## config.mk

```make
export PLATFORM = sky130hd
export DESIGN_NAME = dlgc_node_cell
export DESIGN_NICKNAME = d
export VERILOG_FILES = /design/src/hw/rtl/dlgc_pkg.sv /design/src/hw/rtl/dlgc_node_cell.sv
export SDC_FILE = /design/constraint.sdc
export NUM_CORES = 1
export LEC_CHECK = 0
export BUFFER_PORTS_ARGS = -buffer_cell sky130_fd_sc_hd__clkbuf_2
export CORE_MARGIN = 1
export CORE_UTILIZATION = 30
export DETAILED_ROUTE_END_ITERATION = 8
export PLACE_DENSITY = 0.54
export SLEW_MARGIN = 10
export SYNTH_ARGS = -nofsm -noshare
export SYNTH_HDL_FRONTEND = slang
export SYNTH_SLANG_ARGS = --single-unit
```

## constraint.sdc

```tcl
create_clock -name clk -period 3.6 [get_ports clk]
set_input_delay 0.18 -clock clk [delete_from_list [all_inputs] [get_ports clk]]
set_output_delay 0.18 -clock clk [all_outputs]
set_load 0.02 [all_outputs]
```

## src/hw/rtl/dlgc_pkg.sv

```systemverilog
// Shared types, constants and helpers for the limited DSATUR coloring unit.
package dlgc_pkg;

    localparam int MAX_NODES_DEF = 64;
    localparam int NODE_W        = 6;
    localparam int CNT_W         = 7;
    localparam int ROW_W         = 64;
    localparam int CFG_DW        = 32;
    localparam int CFG_AW        = 3;

    localparam logic REQ_LOAD  = 1'b0;
    localparam logic REQ_START = 1'b1;

    localparam logic REG_NODE_COUNT  = 1'b0;
    localparam logic REG_COLOR_LIMIT = 1'b1;

    localparam logic [CNT_W-1:0] NODE_COUNT_RST  = 7'd64;
    localparam logic [CNT_W-1:0] COLOR_LIMIT_RST = 7'd64;

    typedef enum logic [2:0] {
        ST_IDLE,
        ST_SEL,
        ST_TOKLD,
        ST_COUNT,
        ST_MINP,
        ST_EMIT
    } state_t;

    typedef struct packed {
        logic              req_type;
        logic [NODE_W-1:0] node;
        logic              is_word;
        logic [ROW_W-1:0]  neighbors;
    } in_beat_t;

    typedef struct packed {
        logic [NODE_W-1:0] colored_node;
        logic [NODE_W-1:0] color;
        logic [CNT_W-1:0]  colors_used;
        logic              node_valid;
        logic              last;
    } out_beat_t;

    // best-candidate token moving down the node chain
    typedef struct packed {
        logic              vld;
        logic [CNT_W-1:0]  key;
        logic [CNT_W-1:0]  cnt;
        logic [NODE_W-1:0] idx;
        logic [ROW_W-1:0]  row;
    } sel_t;

    // neighbor color token moving down the node chain
    typedef struct packed {
        logic              vld;
        logic [NODE_W-1:0] color;
    } tok_t;

    // lowest-count color moving down the color chain
    typedef struct packed {
        logic              vld;
        logic [CNT_W-1:0]  cnt;
        logic [NODE_W-1:0] idx;
    } minc_t;

    typedef struct packed {
        logic              load;
        logic [NODE_W-1:0] load_node;
        logic              load_word;
        logic [ROW_W-1:0]  load_row;
        logic [CNT_W-1:0]  load_pc;
        logic              start_clr;
        logic              first;
        logic [CNT_W-1:0]  n_lim;
        logic              tok_ld;
        logic              tok_shift;
        logic              upd;
        logic [NODE_W-1:0] upd_node;
        logic [NODE_W-1:0] upd_color;
    } node_ctl_t;

    typedef struct packed {
        logic              clr;
        logic              inc_vld;
        logic [NODE_W-1:0] inc_color;
        logic [CNT_W-1:0]  open;
    } color_ctl_t;

    function automatic logic [CNT_W-1:0] popcount64(input logic [ROW_W-1:0] v);
        logic [3:0]       part [8];
        logic [CNT_W-1:0] total;
        total = '0;
        for (int b = 0; b < 8; b++)
        begin
            part[b] = '0;
            for (int k = 0; k < 8; k++)
            begin
                part[b] = part[b] + {3'b000, v[b*8+k]};
            end
        end
        for (int b = 0; b < 8; b++)
        begin
            total = total + {3'b000, part[b]};
        end
        return total;
    endfunction

endpackage

```

## src/hw/rtl/dlgc_node_cell.sv

```systemverilog
// One graph node: row, word flag, color, saturation set and its chain stages.
module dlgc_node_cell #(
    parameter int IDX = 0
) (
    input  logic                clk,
    input  logic                rst_n,
    input  dlgc_pkg::node_ctl_t ctl,
    input  logic [63:0]         cur_row,
    input  dlgc_pkg::sel_t      sel_in,
    output dlgc_pkg::sel_t      sel_out,
    input  dlgc_pkg::tok_t      tok_in,
    output dlgc_pkg::tok_t      tok_out
);
    import dlgc_pkg::*;

    localparam logic [NODE_W-1:0] MY_IDX = NODE_W'(IDX);

    logic [ROW_W-1:0]  row_reg;
    logic [CNT_W-1:0]  pc_reg;
    logic [NODE_W-1:0] color_reg;
    logic              word_reg;
    logic              done_reg;
    logic [ROW_W-1:0]  satm_reg;
    logic [CNT_W-1:0]  sat_reg;
    sel_t              sel_reg, sel_next;
    tok_t              tok_reg, tok_next;

    logic              cand;
    logic [CNT_W-1:0]  key;

    always_comb
    begin
        cand = word_reg && !done_reg && (CNT_W'(IDX) < ctl.n_lim);
        key  = ctl.first ? pc_reg : sat_reg;
        sel_next     = sel_in;
        sel_next.cnt = sel_in.cnt + {{(CNT_W-1){1'b0}}, cand};
        if (cand && (!sel_in.vld || key > sel_in.key))
        begin
            sel_next.vld = 1'b1;
            sel_next.key = key;
            sel_next.idx = MY_IDX;
            sel_next.row = row_reg;
        end
        if (ctl.tok_ld)
        begin
            tok_next.vld   = done_reg && cur_row[IDX];
            tok_next.color = color_reg;
        end
        else if (ctl.tok_shift)
        begin
            tok_next = tok_in;
        end
        else
        begin
            tok_next = tok_reg;
        end
    end

    always_ff @(posedge clk or negedge rst_n)
    begin
        if (!rst_n)
        begin
            word_reg <= 1'b0;
            done_reg <= 1'b0;
            satm_reg <= '0;
            sat_reg  <= '0;
            sel_reg  <= '0;
            tok_reg  <= '0;
        end
        else
        begin
            sel_reg <= sel_next;
            tok_reg <= tok_next;
            if (ctl.load && ctl.load_node == MY_IDX)
            begin
                word_reg <= ctl.load_word;
            end
            if (ctl.start_clr)
            begin
                done_reg <= 1'b0;
                satm_reg <= '0;
                sat_reg  <= '0;
            end
            else if (ctl.upd)
            begin
                if (ctl.upd_node == MY_IDX)
                begin
                    done_reg <= 1'b1;
                end
                if (row_reg[ctl.upd_node] && !satm_reg[ctl.upd_color])
                begin
                    satm_reg[ctl.upd_color] <= 1'b1;
                    sat_reg                 <= sat_reg + CNT_W'(1);
                end
            end
        end
    end

    always_ff @(posedge clk)
    begin
        if (ctl.load && ctl.load_node == MY_IDX)
        begin
            row_reg <= ctl.load_row;
            pc_reg  <= ctl.load_pc;
        end
        if (ctl.upd && ctl.upd_node == MY_IDX)
        begin
            color_reg <= ctl.upd_color;
        end
    end

    assign sel_out = sel_reg;
    assign tok_out = tok_reg;

endmodule

```

### Word-level counts from Yosys, hierarchy flattened

Index checks and enable logic that the tools add are counted.

| word-level totals | value |
|---|---|
| register bits after elaboration | 242 |
| output and inout bits | 92 |

| operators by class | value |
|---|---|
| add/subtract/negate cells | 2 |
| magnitude comparators | 5 |
| multiplexer cells | 20 |
| bitwise logic cells | 1 |
| reductions and logical operators | 20 |

Operator list:

| cell | count |
|---|---|
| 64-bit 2-to-1 mux | 3 |
| 70-bit 2-to-1 mux | 1 |
| 64-bit OR | 1 |
| 7-bit 2-to-1 mux | 6 |
| 6-bit by 7-bit < comparator with 1-bit output, second input constant | 2 |
| 1-bit binary-select mux with 6-bit select | 2 |
| 6-bit logical NOT | 2 |
| 1-bit logical AND | 8 |
| 8-bit 2-to-1 mux | 1 |
| 2-bit nonzero test | 4 |
| 7-bit by 1-bit adder with 7-bit output | 1 |
| 7-bit by 1-bit adder with 7-bit output, second input constant | 1 |
| 7-bit > comparator | 1 |
| 1-bit by 7-bit < comparator with 1-bit output, first input constant | 1 |
| 1-bit demux with 6-bit select | 1 |
| 6-bit by 1-bit >= comparator with 1-bit output, second input constant | 1 |
| 1-bit 2-to-1 mux | 6 |
| 2-bit AND reduction | 2 |
| 1-bit logical NOT | 3 |
| 1-bit logical OR | 1 |

### Longest topological paths before layout

| depth | value |
|---|---|
| word-level depth | 8 |
| depth in mapped cells | 14 |
| gate-level depth less buffers | 11 |

### Least setup slack after synthesis

OpenSTA, ideal clock, no wires.

| timing path | value |
|---|---|
| path type | input to register |
| start point | input ctl[98] in the netlist's numbering |
| end point | register word_reg |
| library setup time | 0.100 ns |
| arrival | 8.650 ns |
| slack | -5.150 ns |
| stages on the path | 3 |
| buffers on the path | 0 |
| cell sequence | or4b_2 nor4_1 mux2_2 |

| between the ends | value |
|---|---|
| cells in the longest elaborated chain, start to end | 2 |

RTL lines:

| what | line | text |
|---|---|---|
| from (decl) | dlgc_node_cell.sv:7 | `input dlgc_pkg::node_ctl_t ctl,` |
| 6-bit logical NOT | dlgc_node_cell.sv:74 | `if (ctl.load && ctl.load_node == MY_IDX)` |
| 1-bit logical AND | dlgc_node_cell.sv:74 |  |
| to (signal assigned) | dlgc_node_cell.sv:76 | `word_reg <= ctl.load_word;` |
| to (decl) | dlgc_node_cell.sv:21 | `logic word_reg;` |

No other way between the ends.
A chain may end at the register's enable or synchronous reset.

==> results.py <==
metrics = {
    "route": {
        "via_per_inst": 4.60,
        "firstDrtPassIters": 4,
        "drt_iter0_drc": 348,
        "drc": 0,
        "dr_total_vias": 7810,
        "wirelength_mm": 29.7,
        "ant_nets": 0,
        "post_drt_wl_per_cell_microns": 17.5,
    },
    "yosys": {
        "synth_area_sq_um": 10300,
        "ys.flop_type": "dfrtp_1",
        "synth-warning-count": 0,
        "synth_cell_type_count": 66,
        "synth_edf_count": 77,
        "synth_fp_nets": 1015,
        "synth_area_leaders": "dfrtp_1 40%, edfxtp_1 22%, mux2_2 8.3%",
        "async_reset_ff_share_pct": 68.2,
        "synth-seq-cells": 242,
        "yosysSeqAreaShare_pct": 62.4,
        "synth_top_area_share_pct": 40.0,
        "syn_inst": 744,
        "syn_area_per_cell_sq_um": 13.9,
        "yosysTopAreaCell": "dfrtp_1",
    },
    "setup_path": {
        "critical_path_class": "register to register",
        "cp_common_cell": "o21a_1",
        "cp-start-kind": "register",
        "cpMaxStageDelayCell": "o31ai_1",
        "end_kind": "register",
        "critical_path.max_fanout": 35,
        "crit_chain": "inv_1 > o21ai_0 > ha_1 > nor2b_1 > o21a_1 > o21a_1 > o21a_1 > o21a_1 > o31ai_1 > a21boi_4 > buf_12 > mux2_2",
        "worstPathArrival_ns": 3.60,
        "required_ns": 4.03,
        "ff2ff_path_depth": 12,
        "max_stage_delay_ns": 0.37,
    },
    "outcome": {
        "status": "completed",
    },
    "die": {
        "initial_core_util_pct": 30.6,
        "die_w_microns": 187,
        "core_area_sq_um": 33700,
        "die_area_sq_um": 35100,
        "die_h_microns": 187,
        "num_rows": 67,
        "ios": 353,
    },
    "place": {
        "dp_slack_ns": 0.407,
        "numPortBuffers": 289,
        "place_congestion": 0.771,
        "hpwl_mm": 19.9,
    },
    "job": {
        "drv_cap": 0,
    },
    "global_routing": {
        "grt_pass1_wl_mm": 47.0,
        "grt_busiest_layer": "met2",
        "first_global_vias": 8556,
        "grt.overflow.total": 0,
        "track_usage_pct": 17.0,
        "met2_usage_pct": 30.1,
        "antenna_found_initial": 1,
        "grt_max_degree": 73,
        "grt_use_met1_pct": 20.8,
        "grt_util_met3_pct": 4.02,
    },
    "clock_tree": {
        "numClockSinks": 242,
        "root_buffer": "clkbuf_16",
        "numCtsBuffers": 29,
        "cts_tree": "built",
        "ctsHtreeMaxLevel": 1,
        "clk_path_buf_depth": 3,
        "clock_latency_ns": 0.56,
        "post_cts_buffers": 0,
        "clkTransAtPathRegs_ns": 0.06,
    },
    "pwr": {
        "total_power_w": 0.00688,
        "ir_drop_v": 0.000566,
        "power_per_cell_area_nw_per_um2": 453,
        "p_leak_nw": 6.57,
    },
    "min_path": {
        "hold_path_depth": 2,
        "min_path_type": "primary input to register",
    },
    "cells_and_area": {
        "largest_reg_flops": 85,
        "drive_gt1_share_pct": 39.2,
        "area_growth_pct": 47.3,
        "layout_commonest_cell": "clkbuf_2",
        "final_cell_mix": "288 x clkbuf_2, 179 x dlygate4sd3_1, 165 x dfrtp_1",
        "final_nets": 1497,
    },
    "timing": {
        "relSlewSlack_pct": 46.3,
        "rsz0062_at_grt": "false",
        "whs_ns": 0.101,
        "tns_ns": 0,
        "fin_ws_ns": 0.429,
        "post-route-period-util_pct": 88.1,
        "fin_crit_ns": 3.17,
        "fin_worst_skew_ns": 0.0140,
        "setup-violations-final": 0,
        "tightest_slew_ns": 0.805,
        "finalMaxSlewViolations": 0,
        "fmax_ghz": 0.315,
        "hold_viol": 0,
    },
}
area by class of cell:
type / instances / area (sq um)
repair buffers: 496 / 3520
clock inverters: 14 / 153
multi-input cells: 375 / 3370
clock buffers: 40 / 850
inverters: 82 / 308
fillers: 3101 / 18500
diodes: 1 / 2.50
well taps: 448 / 561
flip-flops and latches: 242 / 6440
repair_timing:
| item | CTS | global route |
|---|---|---|
| gates resized for setup | 0 | 0 |
| endpoints found under the hold margin | 213 | 0 |
| endpoints found under the setup margin | 0 | 0 |
| hold buffers | 179 | 0 |
worst max-delay path: cells and delay by family (launching register included):
kind | cells | cell delay (ns)
compound gates | 7 | 1.57
fa+ha+maj | 1 | 0.31
buf+inv | 2 | 0.30
flops | 1 | 0.36
mux | 1 | 0.32
simple gates | 1 | 0.13
through the flow:
| step | cells | util (%) | instance area [sq um] |
|---|---|---|---|
| 2_1_floorplan | 744 | - | 10300 |
| 3_3_place_gp | 1464 | 36.8 | 12400 |
| 3_5_place_dp | 1464 | 36.8 | 12400 |
| 4_1_cts | 1697 | 45.1 | 15200 |
| 5_1_grt | 1698 | 45.1 | 15200 |
| 6_report | 1698 | 45.1 | 15200 |
logic make-up (layout without fill, tap and decap cells):
group,after synthesis,in the layout,share of synthesized area [%]
DFF,242,242,62.4
AOI/OAI and AO/OA,129,129,9.27
buffers and inverters,127,632,5.20
muxes,121,121,15.3
and+or+nand+nor,110,110,6.21
adders and majority gates,10,10,1.21
xor gates and xnor gates,5,5,0.424
other,0,1,0
worst paths after layout:
check	start	end	slack, ns
worst max-delay path	sat_reg[1]	sel_out[25]	0.43
worst min register to register	word_reg	word_reg	0.50
min in group asynchronous	rst_n	sel_out[25]	0.13
worst min-delay path	ctl[0]	color_reg[0]	0.10
max in group asynchronous	rst_n	tok_out[3]	2.39
worst max register to register	sat_reg[1]	sel_out[25]	0.43
layer usage:
metal  share of wire, %  wire length (microns)
met5                  0                      0
met4                1.8                    532
met3                6.7                   1980
met2                 50                  14800
met1                 42                  12400
where the power goes:
group	internal (W)	leakage (nW)	switching (W)	total (W)
clock	0.00181	0.496	0.00121	0.00302
sequential	0.00294	2.79	0.0000349	0.00297
combinational	0.000439	3.29	0.000455	0.000894
cell usage after synthesis (4+ instances only):
master / number
nor2b_1: 10
a221o_1: 4
buf_4: 6
a21o_1: 4
nor3b_1: 4
o21a_1: 4
mux2_2: 76
nor2_1: 7
nor3_1: 4
nand3b_1: 5
ha_1: 10
edfxtp_1: 77
inv_1: 81
clkbuf_1: 28
o21ai_0: 17
nand3_1: 18
mux4_2: 21
xnor2_1: 4
nand2_1: 23
a21oi_1: 8
or4_1: 4
dfrtp_1: 165
buf_6: 4
mux2i_1: 21
and3_1: 6
o22ai_2: 16
buf_2: 6
o22ai_1: 49
nand4_1: 10
Power figures use the tool's default switching activity.
