**config.mk**
```make
export PLATFORM = sky130hd
export DESIGN_NAME = dlgc_color_cell
export DESIGN_NICKNAME = d
export VERILOG_FILES = /design/src/hw/rtl/dlgc_pkg.sv /design/src/hw/rtl/dlgc_color_cell.sv
export SDC_FILE = /design/constraint.sdc
export NUM_CORES = 1
export LEC_CHECK = 0
export ABC_AREA = 1
export BUFFER_PORTS_ARGS = -buffer_cell sky130_fd_sc_hd__buf_2
export CAP_MARGIN = 20
export CORE_AREA = 2 2 60 62
export DETAILED_ROUTE_END_ITERATION = 10
export DIE_AREA = 0 0 62 64
export SLEW_MARGIN = 20
export SYNTH_ARGS = -nofsm -noshare
export SYNTH_HDL_FRONTEND = slang
export SYNTH_SLANG_ARGS = --single-unit
```
**constraint.sdc**
```tcl
create_clock -name clk -period 2 [get_ports clk]
set_input_delay 0.4 -clock clk [delete_from_list [all_inputs] [get_ports clk]]
set_output_delay 0.4 -clock clk [all_outputs]
set_load 0.005 [all_outputs]
```
**src/hw/rtl/dlgc_pkg.sv**
```systemverilog
// Shared types, constants and helpers for the limited DSATUR coloring unit.
package dlgc_pkg;

    localparam int MAX_NODES_DEF = 64;
    localparam int NODE_W        = 6;
    localparam int CNT_W         = 7;
    localparam int ROW_W         = 64;
    localparam int CFG_DW        = 32;
    localparam int CFG_AW        = 3;

    localparam logic REQ_LOAD  = 1'b0;
    localparam logic REQ_START = 1'b1;

    localparam logic REG_NODE_COUNT  = 1'b0;
    localparam logic REG_COLOR_LIMIT = 1'b1;

    localparam logic [CNT_W-1:0] NODE_COUNT_RST  = 7'd64;
    localparam logic [CNT_W-1:0] COLOR_LIMIT_RST = 7'd64;

    typedef enum logic [2:0] {
        ST_IDLE,
        ST_SEL,
        ST_TOKLD,
        ST_COUNT,
        ST_MINP,
        ST_EMIT
    } state_t;

    typedef struct packed {
        logic              req_type;
        logic [NODE_W-1:0] node;
        logic              is_word;
        logic [ROW_W-1:0]  neighbors;
    } in_beat_t;

    typedef struct packed {
        logic [NODE_W-1:0] colored_node;
        logic [NODE_W-1:0] color;
        logic [CNT_W-1:0]  colors_used;
        logic              node_valid;
        logic              last;
    } out_beat_t;

    // best-candidate token moving down the node chain
    typedef struct packed {
        logic              vld;
        logic [CNT_W-1:0]  key;
        logic [CNT_W-1:0]  cnt;
        logic [NODE_W-1:0] idx;
        logic [ROW_W-1:0]  row;
    } sel_t;

    // neighbor color token moving down the node chain
    typedef struct packed {
        logic              vld;
        logic [NODE_W-1:0] color;
    } tok_t;

    // lowest-count color moving down the color chain
    typedef struct packed {
        logic              vld;
        logic [CNT_W-1:0]  cnt;
        logic [NODE_W-1:0] idx;
    } minc_t;

    typedef struct packed {
        logic              load;
        logic [NODE_W-1:0] load_node;
        logic              load_word;
        logic [ROW_W-1:0]  load_row;
        logic [CNT_W-1:0]  load_pc;
        logic              start_clr;
        logic              first;
        logic [CNT_W-1:0]  n_lim;
        logic              tok_ld;
        logic              tok_shift;
        logic              upd;
        logic [NODE_W-1:0] upd_node;
        logic [NODE_W-1:0] upd_color;
    } node_ctl_t;

    typedef struct packed {
        logic              clr;
        logic              inc_vld;
        logic [NODE_W-1:0] inc_color;
        logic [CNT_W-1:0]  open;
    } color_ctl_t;

    function automatic logic [CNT_W-1:0] popcount64(input logic [ROW_W-1:0] v);
        logic [3:0]       part [8];
        logic [CNT_W-1:0] total;
        total = '0;
        for (int b = 0; b < 8; b++)
        begin
            part[b] = '0;
            for (int k = 0; k < 8; k++)
            begin
                part[b] = part[b] + {3'b000, v[b*8+k]};
            end
        end
        for (int b = 0; b < 8; b++)
        begin
            total = total + {3'b000, part[b]};
        end
        return total;
    endfunction

endpackage

```
**src/hw/rtl/dlgc_color_cell.sv**
```systemverilog
// One color: conflict counter for the current node and its min-search stage.
module dlgc_color_cell #(
    parameter int IDX = 0
) (
    input  logic                 clk,
    input  logic                 rst_n,
    input  dlgc_pkg::color_ctl_t ctl,
    input  dlgc_pkg::minc_t      min_in,
    output dlgc_pkg::minc_t      min_out
);
    import dlgc_pkg::*;

    localparam logic [NODE_W-1:0] MY_IDX = NODE_W'(IDX);

    logic [CNT_W-1:0] cnt_reg;
    minc_t            min_reg, min_next;

    always_comb
    begin
        min_next = min_in;
        if ((CNT_W'(IDX) < ctl.open) && (!min_in.vld || cnt_reg < min_in.cnt))
        begin
            min_next.vld = 1'b1;
            min_next.cnt = cnt_reg;
            min_next.idx = MY_IDX;
        end
    end

    always_ff @(posedge clk or negedge rst_n)
    begin
        if (!rst_n)
        begin
            cnt_reg <= '0;
            min_reg <= '0;
        end
        else
        begin
            min_reg <= min_next;
            if (ctl.clr)
            begin
                cnt_reg <= '0;
            end
            else if (ctl.inc_vld && ctl.inc_color == MY_IDX)
            begin
                cnt_reg <= cnt_reg + CNT_W'(1);
            end
        end
    end

    assign min_out = min_reg;

endmodule

```
Word level (Yosys, flattened, before mapping)

Index checks and enable logic that the tools add are counted.

Add/subtract/negate cells: 1
Magnitude comparators: 2
Muxes and demuxes: 3
Reductions and logical operators: 6

Operator list:

| operator              | number |
|---|---|
| $mux W14              | 1 |
| $mux W7               | 2 |
| $add A7 B1 Y7 const B | 1 |
| $lt A1 B7 Y1 const A  | 1 |
| $lt A7 B7 Y1          | 1 |
| $logic_not A6 Y1      | 1 |
| $logic_and A1 B1 Y1   | 2 |
| $reduce_bool A2 Y1    | 1 |
| $logic_not A1 Y1      | 1 |
| $logic_or A1 B1 Y1    | 1 |

Register bits after elaboration: 21
Input port bits: 31

Logic depth before layout (Yosys ltp)

Gate-level depths: netlist (run 1).

Depth in word-level cells: 4
Gate-level depth with buffers: 12
Gate-level depth less buffers: 12

Worst setup path after synthesis (run 1)

Ideal clock, no wire load.

Kind: in2reg
From: input min_in[12] in the netlist's numbering
To: register min_reg, in the netlist min_out[6]
Arrival: 1.392 ns
Required time: 1.935 ns
Path slack: 0.543 ns
Stages on the path: 10
Path buffers: 1
Path through: inv_1 -> ha_1 -> nand2_1 -> inv_1 -> a21oi_1 -> nand2_2 -> nand2_4 -> buf_6 -> nand3_1 -> nand2_1

RTL lines:

| element              | line                  | source |
|---|---|---|
| from (decl)          | dlgc_color_cell.sv:8  | `input dlgc_pkg::minc_t min_in,` |
| to (signal assigned) | dlgc_color_cell.sv:38 | `min_reg <= min_next;` |
| to (decl)            | dlgc_color_cell.sv:16 | `minc_t min_reg, min_next;` |

==> metrics, run 1 <==
Slew headroom=a little over three fifths; syn nets=~170; mapped cell area=between 0.001 and 0.0015 sq mm; DRC=0; pre-CTS setup slack=215 ps; DP Area=0.00139 sq mm; Highest Clock Rate=584 MHz; synth-to-layout area growth=25.2%; cts bufs inserted=3; # clock sinks=21; Die X=62 microns; VDD IR max=273 uV; Hold-fix buffers, CTS=0; yosys warns=0; post-cts sizing count=0; Design Area, Final=0.00142 sq mm; initial antenna violation count=0; DIE AREA=0.00397 sq mm; DR iter-0 viols=26; Min Hold Slack=27.6 ps; # rows=21; nets=approximately 220; grt ovf=0; sequential element share of the synthesized area=a little under half; Final Max Slew Viols=0; routability cong.=0.776; Power Density=494 mW/mm^2; H-tree depth=1; Antenna Nets Post-Route=0; Final Hold Vio Count=0; max cap viols=0; worst skew pair latency=310 ps; Slowest cell on crit path=dfrtp_1; worst path cell trace=ha_1 > nand2_1 > inv_1 > a21oi_1 > nand2_2 > nand2_4 > nand2_2 > nand2_1 > nand2_1; period utilization=between 80% and 90%; synthesized area per cell=8.47 sq um; slowest stage delay, CP=about 450 ps; Worst Setup End Kind=flip-flop; CTS tree=yes; DR WL/cell=10.5 microns; Slew @ Worst Pin=561 ps; number of synthesized register bits=21; Gate Count Post-Synth=134; cell mode on critical path=nand2_1; area of the multi-input gates=542 sq um; final worst setup slack=287 ps; Worst Hold Class=primary input to asynchronous set/reset pin; Clock Pin Slew Worst Setup and Hold Paths=120 ps; root buf cell=clkbuf_4; Starting Density=34.6%; Final setup viols=0; R2R setup slack=290 ps; Die H=64 microns; status=complete, no violations; crit path max fanout=14; io pins=45; DR pass1 iterations=4; Total Routed Length=2.38 mm; ANT cells=0; vias in the first global route=982; Port Buffers=44; layout cells sized above 1=32.8%; register area=526 sq um; final clock skew=6.07 ps; fin crit period=1710 ps; critical path arrival=1930 ps; clock buffer depth=2; Worst Setup Start Kind=flip-flop; core area=0.00328 sq mm; Static Leak=about 0.83 nW; routed vias=between 1,000 and 1,500; max reg flops=14; RSZ-0062 raised after global routing=false; overall routing resource usage=13.0%; DPL Wire Length=1.91 mm; Setup CP Type=flip-flop to flip-flop; global-route wire length before repair=3.98 mm; number of fill cells=around 320; Yosys cell types=21; largest net degree at the start of global routing=22; Via density=4.60; WP data required=2210 ps; TNS Setup=0 ps; postcts setup bufs=0
## synthesized netlist by cell type
cell type | number | share of area [%]
inv_2 | 1 | 0.33
nor2_1 | 12 | 4.0
nand3_2 | 2 | 1.8
buf_6 | 1 | 0.99
nor2_4 | 1 | 0.99
nor3_1 | 1 | 0.44
a21boi_1 | 3 | 2.0
ha_1 | 7 | 7.7
or2_1 | 1 | 0.55
o21ai_1 | 2 | 0.88
inv_1 | 12 | 4.0
nand2_1 | 41 | 14
nand2_4 | 1 | 0.99
nor4_2 | 1 | 1.1
a21oi_1 | 5 | 2.2
buf_4 | 1 | 0.66
nand3_1 | 14 | 6.2
dfrtp_1 | 21 | 46
a21o_1 | 2 | 1.3
a21boi_2 | 3 | 3.0
nand2_2 | 2 | 1.1
## area by class of cell
cell class / instances / area share, %
clock inverter: 1 / 0.352
timing repair buffer: 44 / 15.5
tap: 46 / 4.05
multi-input combinational: 98 / 38.1
sequential: 21 / 37.0
inverter: 13 / 3.43
clock buffer: 3 / 1.58
## metal layers
| layer | up-vias | share of wire [%] | global-route usage [%] |
|---|---|---|---|
| met5 | - | 0 | 0 |
| met4 | 0 | 0.59 | 3.46 |
| met3 | 2 | 9.3 | 4.45 |
| met2 | 36 | 50 | 21.5 |
| met1 | 476 | 40 | 15.8 |
| li1 | 525 | - | - |
## power by group
part | switching, W | internal (W) | total (W)
logic | 0.0000355 | 0.0000318 | 0.0000673
registers | 0.000000570 | 0.000426 | 0.000427
clock network | 0.000134 | 0.0000747 | 0.000209
## logic make-up (layout without fill, tap and decap cells)
kind of cell	after synthesis	count (layout)	synth area share (%)
AO/OA/AOI/OAI	15	15	9.37
adder cells (fa/ha/maj)	7	7	7.72
buffers and inverters	15	61	5.95
flip-flops	21	21	46.3
AND/OR/NAND/NOR	76	76	30.7
## cells in the final DEF (no fill, tap or decap), drive strengths merged
master,synthesis,layout
or2,1,1
a21oi,5,5
nor3,1,1
o21ai,2,2
inv,13,13
nor4,1,1
nand3,16,16
nand2,44,44
clkbuf,0,3
a21boi,6,6
buf,2,44
dfrtp,21,21
ha,7,7
clkinv,0,1
a21o,2,2
nor2,13,13
## stage by stage
step	power, W	cells	utilization, %
5_1_grt	0.000740	226	43.3
4_1_cts	0.000714	226	43.3
3_5_place_dp	0.000504	222	42.4
2_1_floorplan	0.000458	134	-
6_report	0.000703	226	43.3
3_3_place_gp	0.000502	222	42.4
## worst paths after layout
check,from,endpoint,cells past startpoint
min reg2reg,cnt_reg[1],cnt_reg[1],2
max reg2reg,cnt_reg[6],min_out[9],9
min in group clk,min_in[8],min_out[8],3
max in group asynchronous,rst_n,min_out[3],1
max,cnt_reg[6],min_out[9],9
min,rst_n,min_out[9],1
## critical path, delay by kind of cell, from the launching register on
family	cells	cell delay, ps
AO/OA/AOI/OAI	1	170
adder cells (fa/ha/maj)	1	310
buffers and inverters	1	40
flip-flops	1	450
AND/OR/NAND/NOR	6	640
Note: power is estimated with default switching activity, not from simulation.
==> run 2: changes to the inputs <==
--- a/config.mk
+++ b/config.mk
@@ -11,7 +11,7 @@
 export CORE_AREA = 2 2 60 62
 export DETAILED_ROUTE_END_ITERATION = 10
 export DIE_AREA = 0 0 62 64
-export SLEW_MARGIN = 20
+export SLEW_MARGIN = 10
 export SYNTH_ARGS = -nofsm -noshare
 export SYNTH_HDL_FRONTEND = slang
 export SYNTH_SLANG_ARGS = --single-unit
==> constraint.sdc (replaced) <==
create_clock -name clk -period 2 [get_ports clk]
set_input_delay 0.3 -clock clk [delete_from_list [all_inputs] [get_ports clk]]
set_output_delay 0.3 -clock clk [all_outputs]
set_load 0.005 [all_outputs]
==> run 2 against run 1 <==
Compared with the run above: critical path type unchanged; die area is the same; non-clock buffer count grew 1; sequential cell count is the same; via count shrank 1.3%; maximum frequency shrank 0.90%; first-iteration DRC count shrank 38%; critical endpoint unchanged; largest power group unchanged; critical path depth is the same; clock power is essentially flat; final cell count grew 0.44%; power is essentially flat.
==> metrics, run 2 (synthesized netlist as in run 1, its figures left out) <==
status=complete, no violations; synth-to-layout area growth=26.1%; worst skew pair latency=300 ps (about the same); Final Max Slew Viols=0 (unchanged); most frequent cells in the layout=buf_2, nand2_1, dfrtp_1, nand3_1; combinational power share=9.9% (+0.3 points); DRC=0 (unchanged); Pint=0.000534 W (+0.25%); TNS Setup=0 ps (unchanged); Slowest cell on crit path=dfrtp_1; WP data required=2210 ps (about the same); Via density=4.52 (-1.8%); H-tree depth=1 (unchanged); capturing point of the worst reg2reg path=min_out[9]; RSZ-0062 raised after global routing=false; # clock sinks=21 (unchanged); Highest Clock Rate=578 MHz (-0.90%); worst r2r src=cnt_reg[4]; nets=220 (+0.46%); slowest stage delay, CP=480 ps (+30 ps); critical path arrival=1940 ps (about the same); Static Leak=0.835 nW (+0.50%); Final Hold Vio Count=0 (unchanged); clock buffer depth=2 (unchanged); Power Density=491 mW/mm^2 (-0.64%); DR iter-0 viols=16 (-38%); ANT cells=0 (unchanged); cts bufs inserted=3 (unchanged); R2R setup slack=270 ps (-20 ps); routability cong.=0.852 (+9.9%); hold path cells=3; Die X=62 microns (unchanged); initial antenna violation count=0 (unchanged); io pins=45 (unchanged); crit path max fanout=14 (unchanged); Die H=64 microns (unchanged); DPL Wire Length=1.97 mm (+3.5%); largest net degree at the start of global routing=22 (unchanged); DIE AREA=0.00397 sq mm (unchanged); leading cell type in the layout, fill and taps excluded=buf_2; Clock Pin Slew Worst Setup and Hold Paths=120 ps (about the same); Clock power frac=29.4% (-0.3 points); Final setup viols=0 (unchanged); CTS tree=yes; Worst Setup Start Kind=flip-flop; max cap viols=0 (unchanged); worst path cell trace=ha_1 > nand2_1 > nand2_1 > a21oi_1 > nand2_2 > nand2_4 > nand2_2 > nand2_1 > nand2_1; Worst Hold Class=primary input to flip-flop; fin crit period=1730 ps (+15.6 ps); Antenna Nets Post-Route=0 (unchanged); Sw Ratio=24.1% (-0.14 points); grt ovf=0 (unchanged); vias in the first global route=979 (-0.31%); max reg flops=14 (unchanged); hold path startpoint=min_in[10]; post-cts sizing count=0 (unchanged); DR WL/cell=11.1 microns (+5.0%); Tot Pwr=0.000703 W (about the same); # rows=21 (unchanged); Slew @ Worst Pin=558 ps (-3.53 ps); routed vias=1,025 (-1.3%); global-route wire length before repair=4.18 mm (+5.0%); Worst Setup End Kind=flip-flop; VDD IR max=421 uV (+54%); Reg power frac=60.7% (about the same); reg2reg path depth=9 (unchanged); Starting Density=34.6% (unchanged); root buf cell=clkbuf_4; Min-Delay Endpoint=min_out[10]; period utilization=86.4% (+0.78 points); core area=0.00328 sq mm (unchanged); Setup CP Type=flip-flop to flip-flop; Switch Pwr=0.000169 W (-0.52%); Slew headroom=62.7% (+0.24 points); Port Buffers=44 (unchanged); DR pass1 iterations=4 (unchanged); layout cells sized above 1=32.6% (-0.18 points); cell mode on critical path=nand2_1; overall routing resource usage=13.9% (+0.82 points); Total Routed Length=2.51 mm (+5.4%); final clock skew=0.582 ps (-5.49 ps)
run 2: changes by cell type in the layout (fill, tap and decap cells not counted):
cell	before	now
dlygate4sd3_1	0	1
run 2: per-layer routing:
layer | vias up | part of all wire, % | global-route usage [%]
met5 | - | 0 | 0
met4 | 0 | 0.48 | 2.66
met3 | 2 | 7.6 | 4.66
met2 | 37 | 49 | 22.9
met1 | 459 | 42 | 17.3
li1 | 527 | - | -
run 2: final cells by class:
class,count,area (sq um)
tap,46,57.6
inverter,13,48.8
clock inverter,1,5.00
clock buffer,3,22.5
sequential,21,526
multi-input combinational,98,542
timing repair buffer,45,230
fill,347,1850
run 2: how the worst max path moves through the flow:
stage	startpoint	endpoint	slack, ps
floorplan	cnt_reg[6]	min_out[6]	570
global placement	min_in[12]	min_out[9]	320
detailed placement	cnt_reg[4]	min_out[9]	270
CTS	cnt_reg[4]	min_out[9]	250
global route	cnt_reg[4]	min_out[12]	70
finish	cnt_reg[4]	min_out[9]	270
run 2: repair_timing:
item,in CTS,in global routing
endpoints found under the hold margin,21,0
hold buffers,1,0
setup buffers,0,0
run 2: power by group through the flow:
stage | Clock [W] | Sequential (W) | Combinational (W)
after detailed placement | 0 | 0.000435 | 0.0000698
after floorplan | 0 | 0.000435 | 0.0000226
after global routing | 0.000233 | 0.000427 | 0.0000812
after CTS | 0.000217 | 0.000427 | 0.0000719
after global placement | 0 | 0.000435 | 0.0000673
final | 0.000207 | 0.000427 | 0.0000698
run 2: critical path: cells and delay by family (launching register included):
family                   cells  cell delay (ps)
AND/OR/NAND/NOR              7              660
flip-flops                   1              480
adder cells (fa/ha/maj)      1              320
AO/OA/AOI/OAI                1              170
run 2: through the flow:
step                utilization [%]  instance area (sq um)  hold WS, ps  cells  setup slack [ps]
global placement               42.4                   1390          276    222               324
finish                         43.6                   1430          197    227               271
floorplan                         -                   1130         4.41    134               573
detailed placement             42.4                   1390          283    222               274
global route                   43.6                   1430          200    227              73.4
CTS                            43.6                   1430          188    227               247
==> run 3: changes to the inputs <==
--- a/config.mk
+++ b/config.mk
@@ -8,9 +8,10 @@
 export ABC_AREA = 1
 export BUFFER_PORTS_ARGS = -buffer_cell sky130_fd_sc_hd__buf_2
 export CAP_MARGIN = 20
-export CORE_AREA = 2 2 60 62
+export CORE_AREA = 2 2 64 60
+export CTS_BUF_LIST = sky130_fd_sc_hd__clkbuf_16
 export DETAILED_ROUTE_END_ITERATION = 10
-export DIE_AREA = 0 0 62 64
+export DIE_AREA = 0 0 66 62
 export SLEW_MARGIN = 10
 export SYNTH_ARGS = -nofsm -noshare
 export SYNTH_HDL_FRONTEND = slang
==> run 3 against run 2 <==
Compared with the run above: the run now ends with hold timing left; highest routed layer unchanged; die area is 3.1% higher; largest cell class unchanged; register-to-register slack improved by 30 ps; hold slack worse by 200 ps; utilization fell by 1.3 points; via count shrank 2.5%; clock power grew 100%; sequential cell count unchanged.
==> metrics, run 3 (synthesized netlist as in run 1, its figures left out) <==
status=finished, violations left; failing checks=hold timing; DIE AREA=0.00409 sq mm (+3.1%); Worst Hold Class=primary input to asynchronous set/reset pin; postcts setup bufs=0 (unchanged); Switch Pwr=0.000189 W (+12%); Pint=0.000727 W (+36%); Antenna Nets Post-Route=0 (unchanged); critical path arrival=1840 ps (-100 ps); Clock Pin Slew Worst Setup and Hold Paths=60 ps (-60 ps); Final Max Slew Viols=0 (unchanged); Port Buffers=44 (unchanged); Slew headroom=60.4% (-2.3 points); Total Routed Length=2.41 mm (-4.1%); initial antenna violation count=0 (unchanged); # clock sinks=21 (unchanged); Power Density=615 mW/mm^2 (+25%); max cap viols=0 (unchanged); Slew @ Worst Pin=592 ps (+33.9 ps); area of the multi-input gates=542 sq um (unchanged); Hold-fix buffers, CTS=0 (-1); ANT cells=0 (unchanged); root buf cell=clkbuf_16; CTS tree=yes; cts bufs inserted=3 (unchanged); most frequent cells in the layout=buf_2, nand2_1, dfrtp_1, nand3_1; clock buffer depth=2 (unchanged); Final Hold Vio Count=8 (+8); Highest Clock Rate=587 MHz (+1.5%); worst skew pair latency=250 ps (-50 ps); DR iter-0 viols=54 (+38); DPL Wire Length=1.82 mm (-7.8%); largest net degree at the start of global routing=22 (unchanged); overall routing resource usage=13.1% (-0.74 points); placed cell count=224 (+0.90%); Worst Setup Start Kind=flip-flop; Min Hold Slack=-1.41 ps (-198 ps); vias in the first global route=933 (-4.7%); Reg power frac=46.7% (-14 points); routed vias=999 (-2.5%); Clock power frac=46.0% (+17 points); Final Instance Count excl. Fillers=228 (+0.44%); max reg flops=14 (unchanged); number of fill cells=368 (+6.1%); final clock skew=4.26 ps (+3.68 ps); io pins=45 (unchanged); combinational power share=7.3% (-2.6 points); VDD IR max=442 uV (+4.9%); post-cts sizing count=0 (unchanged); Via density=4.38 (-3.0%); Die X=66 microns (+6.5%); H-tree depth=1 (unchanged); fin crit period=1700 ps (-25.9 ps); routability cong.=0.744 (-13%); DP Area=0.00141 sq mm (+1.1%); Sw Ratio=20.6% (-3.4 points); core area=0.00352 sq mm (+7.2%); crit path max fanout=14 (unchanged); Worst Setup End Kind=flip-flop; DR WL/cell=10.5 microns (-4.6%); DRC=0 (unchanged); Design Area, Final=0.00149 sq mm (+4.0%); synth-to-layout area growth=31.2%; Die H=62 microns (-3.1%); TNS Setup=0 ps (unchanged); WP data required=2140 ps (-70 ps); RSZ-0062 raised after global routing=false; Setup CP Type=flip-flop to flip-flop; Starting Density=32.2% (-2.3 points); # rows=21 (unchanged); global-route wire length before repair=4.08 mm (-2.5%); leading cell type in the layout, fill and taps excluded=buf_2; nets=221 (+0.45%); Static Leak=0.865 nW (+3.6%); period utilization=85.1% (-1.3 points); grt ovf=0 (unchanged); register area=526 sq um (unchanged); Final setup viols=0 (unchanged); DR pass1 iterations=4 (unchanged); layout cells sized above 1=33.5% (+0.92 points)
## run 3: cell count changes in the layout (fill, tap and decap cells not counted)
cell,change
clkbuf_16,+3
clkbuf_4,-3
buf_4,+2
dlygate4sd3_1,-1
## run 3: layer usage
layer  vias to the layer above  part of all wire, %  global-route usage (%)
li1                        524                    -                       -
met1                       438                   45                    16.1
met2                        35                   46                    22.7
met3                         2                  7.5                    4.86
met4                         0                 0.62                    2.62
met5                         -                    0                       0
## run 3: power groups by stage
stage | Sequential, W | Clock, W | Combinational (W)
2_1_floorplan | 0.000435 | 0 | 0.0000226
3_3_place_gp | 0.000435 | 0 | 0.0000689
3_5_place_dp | 0.000435 | 0 | 0.0000683
4_1_cts | 0.000427 | 0.000437 | 0.0000690
5_1_grt | 0.000427 | 0.000449 | 0.0000789
6_report | 0.000427 | 0.000421 | 0.0000669
## run 3: through the flow
stage	power (W)	utilization (%)	setup WS [ps]
finish	0.000915	42.3	297
global placement	0.000504	40.0	302
CTS	0.000933	42.3	289
floorplan	0.000458	-	573
global route	0.000955	42.3	106
detailed placement	0.000503	40.0	299
## run 3: path summary, 6_finish.rpt
check / start / end / slack, ps / cells past startpoint
max in group asynchronous: rst_n / min_out[5] / 1680 / 1
min in group clk: min_in[11] / min_out[11] / 270 / 3
min: rst_n / min_out[11] / -1 / 1
max: cnt_reg[6] / min_out[12] / 300 / 9
max reg2reg: cnt_reg[6] / min_out[12] / 300 / 9
min reg2reg: cnt_reg[1] / cnt_reg[1] / 580 / 2
## run 3: area by class of cell
class,instances,area share [%]
multi-input cells,98,36.4
flip-flops and latches,21,35.3
repair buffers,46,15.8
clock buffers,3,5.04
well taps,46,3.87
inverters,13,3.28
clock inverters,1,0.336
## run 3: worst max-delay path, stage by stage (launching register included)
cell     delay [ps]
dfrtp_1         430
ha_1            310
nand2_1          90
inv_1            40
a21oi_1         170
nand2_2          90
nand2_4         170
nand2_2         140
nand2_1         100
nand2_1          50
